==> src/design/tcg_pkg.sv <==
package tcg_pkg;

  localparam int XW = 13;
  localparam int YW = 16;
  localparam int PITCH_W = 14;
  localparam int ADDR_W = 48;
  localparam int COLOUR_W = 32;
  localparam int FONT_IDX_W = 12;
  localparam int OFF_W = YW + PITCH_W + 1;
  localparam int ROW_W = 4;

  localparam logic [7:0] CODE_NEWLINE = 8'd10;
  localparam logic [7:0] CODE_BLOCK = 8'd7;
  localparam logic [XW-1:0] CELL_W = 13'd8;
  localparam logic [YW-1:0] CELL_H = 16'd16;
  localparam logic [ROW_W-1:0] ROW_LAST = 4'd15;

  localparam logic [2:0] REG_BASE = 3'd0;
  localparam logic [2:0] REG_WIDTH = 3'd1;
  localparam logic [2:0] REG_HEIGHT = 3'd2;
  localparam logic [2:0] REG_PITCH = 3'd3;
  localparam logic [2:0] REG_CLEAR = 3'd4;

  typedef enum logic [1:0] {
    OP_PRINT = 2'd0,
    OP_LOAD  = 2'd1,
    OP_CLEAR = 2'd2,
    OP_ERASE = 2'd3
  } op_t;

  typedef enum logic [1:0] {
    KIND_ROW    = 2'd0,
    KIND_SCROLL = 2'd1,
    KIND_FILL   = 2'd2
  } kind_t;

  typedef enum logic [1:0] {
    MASK_FONT = 2'd0,
    MASK_ONES = 2'd1,
    MASK_ZERO = 2'd2
  } mask_t;

  typedef struct packed {
    logic [XW-1:0] x;
    logic [YW-1:0] y;
    logic          scroll;
  } cell_t;

endpackage

==> src/design/tcg_cursor.sv <==
module tcg_cursor (
  input  logic                   clk,
  input  logic                   rst_n,
  input  logic                   take,
  input  tcg_pkg::op_t           op,
  input  logic [7:0]             char_code,
  input  logic [tcg_pkg::XW-1:0] screen_width,
  input  logic [tcg_pkg::XW-1:0] screen_height,
  output tcg_pkg::cell_t         pos
);

  logic [tcg_pkg::XW-1:0] cursor_x_r, cursor_x_nxt;
  logic [tcg_pkg::YW-1:0] cursor_y_r, cursor_y_nxt;
  logic [tcg_pkg::YW-1:0] y_up, y_dn, y0, y0_dn;
  logic [tcg_pkg::XW-1:0] x_adv, x0;
  logic [8:0]             rows;

  assign y_up = cursor_y_r + tcg_pkg::CELL_H;
  assign y_dn = (cursor_y_r >= tcg_pkg::CELL_H) ? cursor_y_r - tcg_pkg::CELL_H : '0;
  assign x_adv = cursor_x_r + tcg_pkg::CELL_W;
  assign rows = screen_height[tcg_pkg::XW-1:4];
  assign x0 = (cursor_x_r == '0) ? screen_width : cursor_x_r;
  assign y0 = (cursor_x_r == '0) ? y_dn : cursor_y_r;
  assign y0_dn = (y0 >= tcg_pkg::CELL_H) ? y0 - tcg_pkg::CELL_H : '0;

  always_comb begin
    pos.x = cursor_x_r;
    pos.y = cursor_y_r;
    pos.scroll = 1'b0;
    cursor_x_nxt = cursor_x_r;
    cursor_y_nxt = cursor_y_r;
    case (op)
      tcg_pkg::OP_PRINT: begin
        if (char_code == tcg_pkg::CODE_NEWLINE) begin
          cursor_x_nxt = '0;
          if ({1'b0, y_up[tcg_pkg::YW-1:4]} + 13'd1 >= {4'b0, rows}) begin
            pos.scroll = 1'b1;
            cursor_y_nxt = cursor_y_r;
          end else begin
            cursor_y_nxt = y_up;
          end
        end else if ({1'b0, x_adv} + 14'd8 > {1'b0, screen_width}) begin
          cursor_x_nxt = '0;
          cursor_y_nxt = y_up;
        end else begin
          cursor_x_nxt = x_adv;
        end
      end
      tcg_pkg::OP_CLEAR: begin
        cursor_x_nxt = '0;
        cursor_y_nxt = '0;
      end
      tcg_pkg::OP_ERASE: begin
        pos.y = y0;
        if (x0 >= tcg_pkg::CELL_W) begin
          pos.x = x0 - tcg_pkg::CELL_W;
          cursor_x_nxt = x0 - tcg_pkg::CELL_W;
          cursor_y_nxt = y0;
        end else begin
          pos.x = '0;
          cursor_x_nxt = screen_width;
          cursor_y_nxt = y0_dn;
        end
      end
      default: begin
      end
    endcase
  end

  always_ff @(posedge clk) begin
    if (!rst_n) begin
      cursor_x_r <= '0;
      cursor_y_r <= '0;
    end else if (take) begin
      cursor_x_r <= cursor_x_nxt;
      cursor_y_r <= cursor_y_nxt;
    end
  end

endmodule

==> config.mk <==
export PLATFORM = sky130hd
export DESIGN_NAME = tcg_cursor
export DESIGN_NICKNAME = d
export VERILOG_FILES = /design/src/design/tcg_pkg.sv /design/src/design/tcg_cursor.sv
export SDC_FILE = /design/constraint.sdc
export NUM_CORES = 1
export LEC_CHECK = 0
export ABC_AREA = 1
export BUFFER_PORTS_ARGS = -buffer_cell sky130_fd_sc_hd__buf_2
export CORE_AREA = 2 2 131 133
export CTS_BUF_LIST = sky130_fd_sc_hd__clkbuf_2 sky130_fd_sc_hd__clkbuf_4 sky130_fd_sc_hd__clkbuf_8
export DETAILED_ROUTE_END_ITERATION = 10
export DIE_AREA = 0 0 133 135
export PLACE_DENSITY = 0.47
export SYNTH_ARGS = -nofsm -noshare
export SYNTH_HDL_FRONTEND = slang
export SYNTH_SLANG_ARGS = --single-unit
==> constraint.sdc <==
create_clock -name clk -period 5.2 [get_ports clk]
set_clock_uncertainty 0.2 [all_clocks]
set_input_delay 0.26 -clock clk [delete_from_list [all_inputs] [get_ports clk]]
set_output_delay 0.26 -clock clk [all_outputs]
set_load 0.1 [all_outputs]
* Word level (Yosys, flattened, before mapping)
Index checks and enable logic that the tools add are counted.
** Word-level totals
- Input bits :: 39
- Logic and storage cells :: 42
- Register bits :: 29
- Output and inout port bits :: 30
** Operators by class
- Add/sub/neg operators :: 7
- Mux-type cells :: 18
- Order comparisons :: 5
- Equal/unequal tests :: 5
- Reductions and logical operators :: 5
** Operators by type and width (count)
- $mux W16 :: 7
- $mux W13 :: 5
- $pmux W16 S3 :: 1
- $pmux W13 S3 :: 1
- $ge A16 B5 Y1 const B :: 2
- $sub A16 B5 Y16 const B :: 2
- $mux W29 :: 1
- $add A16 B5 Y16 const B :: 1
- $add A13 B4 Y14 const B :: 1
- $gt A14 B13 Y1 :: 1
- $add A12 B1 Y13 const B :: 1
- $add A13 B4 Y13 const B :: 1
- $ge A13 B4 Y1 const B :: 1
- $ge A13 B9 Y1 :: 1
- $logic_not A13 Y1 :: 1
- $sub A13 B4 Y13 const B :: 1
- $eq A8 B4 Y1 const B :: 1
- $ne A3 B3 Y1 const B :: 2
- $eq A2 B2 Y1 const B :: 2
- $reduce_and A4 Y1 :: 1
- $mux W1 :: 3
- $reduce_bool A3 Y1 :: 1
- $logic_not A2 Y1 :: 1
- $reduce_and A2 Y1 :: 1

* Depth between registers and ports, before layout
- Depth in word-level cells :: 7
- Mapped depth :: 29
- Gate-level depth less buffers :: 28

* Worst setup path before layout
No wires, ideal clock.
- Path kind :: register -> output
- Start :: register cursor_x_r[3] (netlist bit)
- End :: output port pos[17] (netlist bit)
- Required time :: 4740 ps
- Arrival time :: 3565 ps
- Cell stages (with the launch flop) :: 18
- Slack :: 1175 ps
- Buffers on the path :: 3
- Path through :: dfxtp_1 > buf_6 > nor2_1 > nand2_1 > nor2_1 > nand2_1 > buf_4 > o21ai_2 > inv_1 > ha_1 > nand3_1 > nor2_1 > nand2_2 > nor2_4 > nand3_4 > nand2_4 > buf_2 > o22ai_1
** RTL lines
- start: declaration :: RTL line tcg_cursor.sv:12 : logic [tcg_pkg::XW-1:0] cursor_x_r, cursor_x_nxt;
- start signal: assignment :: RTL line tcg_cursor.sv:75 : cursor_x_r <= cursor_x_nxt;
- end: declaration :: RTL line tcg_cursor.sv:9 : output tcg_pkg::cell_t pos

* Final worst setup path
- Start :: register cursor_x_r[3] (netlist bit)
- End :: register cursor_y_r[9] (netlist bit)
** On the way
- Cells in the longest elaborated chain, start to end :: 6
- Elaborated cells on any way between the ends :: 14
- Those cells by class :: add/sub: 3; order compare: 3; eq/ne: 1; mux: 5; reduce/logical: 2
** Ends and longest elaborated chain
- branches (longest 6 deep; another with $add A13 B4 Y14)
- end signal: assignment :: RTL line tcg_cursor.sv:76 : cursor_y_r <= cursor_y_nxt;
- end: declaration :: RTL line tcg_cursor.sv:13 : logic [tcg_pkg::YW-1:0] cursor_y_r, cursor_y_nxt;
Parallel ways; which one is timed is not known.
A chain may end at the register's enable or synchronous reset.

==> flow_summary.ini <==
[timing]
fmax_ghz = 0.228
min_period_ns = 4.38
hold_viol = 0
min_period_over_period = 0.843
fin_hold_ws_ns = 0.0789
setup_violations = 0
slew-limit-headroom = 0.473
rsz0062_at_grt = no
tightest_slew_ns = 0.787
maxSlewViolCount = 0
setup-tns-final_ns = 0

[floorplanning]
core_sq_um = 16400
die_y_microns = 135
fp-row-count = 47
initial_core_util = 0.298
die_w_microns = 133
dieArea_sq_um = 18000
io_pins = 69

[global_routing]
grt_pass1_vias = 5082
gr-total-overflow = 0
grt_max_degree = 38
grt_usage = 0.188
antenna_found_initial = 0
grt_pass1_wl_mm = 26.7

[synthesis]
yosys_most_used_dff = dfxtp_1
ys_ff_latch = 29
ys_top_cells_by_area = nand2_1 21%, dfxtp_1 12%, inv_1 11%
synth_nets = 971
ys_warn_count = 0
async_flop_share = 0
synth_cell_types = 43
synth_area_sq_um = 4890
synth_top_area_share = 0.212
synth_area_leader_cell = nand2_1
syn_area_per_cell_sq_um = 5.43
synthCells = 901
synth_edf_count = 0
synth-seq-area-share = 0.119

[cells_and_area]
final_common_cell = nand2_1
area_delta_synth_final_pct = 11.5
stdcell_area_sq_um = 5460
drive_gt1_frac = 0.140
layout_common_cells = 276 x nand2_1, 138 x inv_1, 113 x nor2_1
diodes = 0
fin_util = 0.333
nets = 1016

[drt]
avgViaCountPerCell = 4.70
vias = 5486
drt-total-wl_mm = 16.8
drt_iter0_drc = 416
drc = 0
drtAntennaViolNets = 0
drt_pass1_iterations = 5
wl_per_cell_microns = 14.4

[cts]
postCtsSetupBuffers = 0
clock-sinks = 29
cts-root-buf = clkbuf_8
htreeDepth = 2
cts-resized-gates = 0
clk_pin_slew_ns = 0.09
cts_buffer_depth = 2
hold_buffers = 0
cts_tree = done
cts_made_buffers = 5
insertion_delay_ns = 0.31

[power_and_ir_drop]
ir_worst_vdd_mv = 0.179
p_per_area_nw_per_um2 = 263
power.leakage_nw = 3.09
finalPower_w = 0.00144

[placement]
dpl-instance-area_sq_um = 5340
routabilityCongestion = 0.852
numPortBuffers = 64
dp_hpwl_mm = 13.2

[setup_path]
crit_path_end_kind = register
critPathArrivalTime_ns = 4.38
worstPathMaxFanout = 23
critPathLaunchType = register
cp.required_ns = 5.19
setup.worst_path.class = reg -> reg

[min_path]
min_path_type = in -> reg

[run]
cap_violations = 0

[status]
status = complete, no violations
[synthesized netlist by cell type, types with 5 or more instances]
library cell / instances
xnor2_1: 5
o21ai_1: 5
ha_1: 31
nor2_1: 113
nor3_1: 7
nand4_1: 23
inv_2: 9
buf_2: 8
o22ai_1: 11
nor2_4: 5
xor2_1: 23
a21oi_2: 12
dfxtp_1: 29
o21ai_0: 26
nand2_2: 8
nand3b_1: 7
inv_1: 138
nand2_1: 276
clkbuf_1: 10
nand3_1: 90
nor2_2: 12
buf_6: 6
a21oi_1: 10
[metrics by stage]
stage / setup slack, ns / instances
CTS: 0.902 / 1167
detailed placement: 0.944 / 1159
global placement: 0.942 / 1159
floorplan: 1.18 / 901
global route: 0.306 / 1167
finish: 0.817 / 1167
[where the power goes]
part | leakage (nW) | internal, W | switching (W)
registers | 0.238 | 0.000238 | 0.0000334
logic | 2.80 | 0.000233 | 0.000662
clock network | 0.0574 | 0.000156 | 0.000114
[critical path, stage by stage, from the launching register on]
cell	delay, ns
dfxtp_1	0.32
buf_4	0.18
ha_1	0.23
nand2_1	0.11
inv_1	0.08
nor2_1	0.25
nand2_1	0.09
nor2_1	0.15
nand2_1	0.13
nor3_1	0.20
xor2_1	0.18
inv_1	0.06
ha_1	0.28
a21oi_1	0.28
nand2_1	0.10
nand2_1	0.06
nand2_1	0.04
nand2_1	0.25
nand3_2	0.18
nand2_2	0.12
clkinv_2	0.12
nand2_2	0.40
nand2_1	0.10
nand2_1	0.09
a21oi_2	0.03
[flip-flops by register name (all words and copies together) (netlist names)]
signal and flops:
cursor_x_r 13, cursor_y_r 16
[path summary, 6_finish.rpt]
kind               startpoint  cells past startpoint        endpoint  slack [ns]
min reg2reg     cursor_y_r[2]                      2   cursor_y_r[2]        0.25
min          screen_width[12]                      5  cursor_x_r[12]        0.08
max reg2reg     cursor_x_r[3]                     24   cursor_y_r[9]        0.82
max             cursor_x_r[3]                     24   cursor_y_r[9]        0.82
[area by class of cell]
| cell class | count | area (sq um) |
|---|---|---|
| sequential | 29 | 581 |
| clock buffer | 6 | 82.6 |
| inverter | 149 | 561 |
| fill | 1928 | 11000 |
| tap | 220 | 275 |
| multi-input combinational | 694 | 3580 |
| timing repair buffer | 67 | 343 |
| clock inverter | 2 | 37.5 |
[logic make-up after synthesis]
family,after synthesis,synth area share
adders and majority gates,31,0.0793
buffers and inverters,178,0.150
AOI/OAI and AO/OA,79,0.101
DFF,29,0.119
xor gates and xnor gates,28,0.0501
and+or+nand+nor,556,0.500
[metal layers]
layer  global-route usage  wire, microns  vias up
li1                     -              -     2920
met4               0.0352            138        0
met3               0.0225            700        9
met2                0.292           7170      130
met1                0.279           8780     2427
met5                    0              0        -
(Power assumes the default switching activity.)
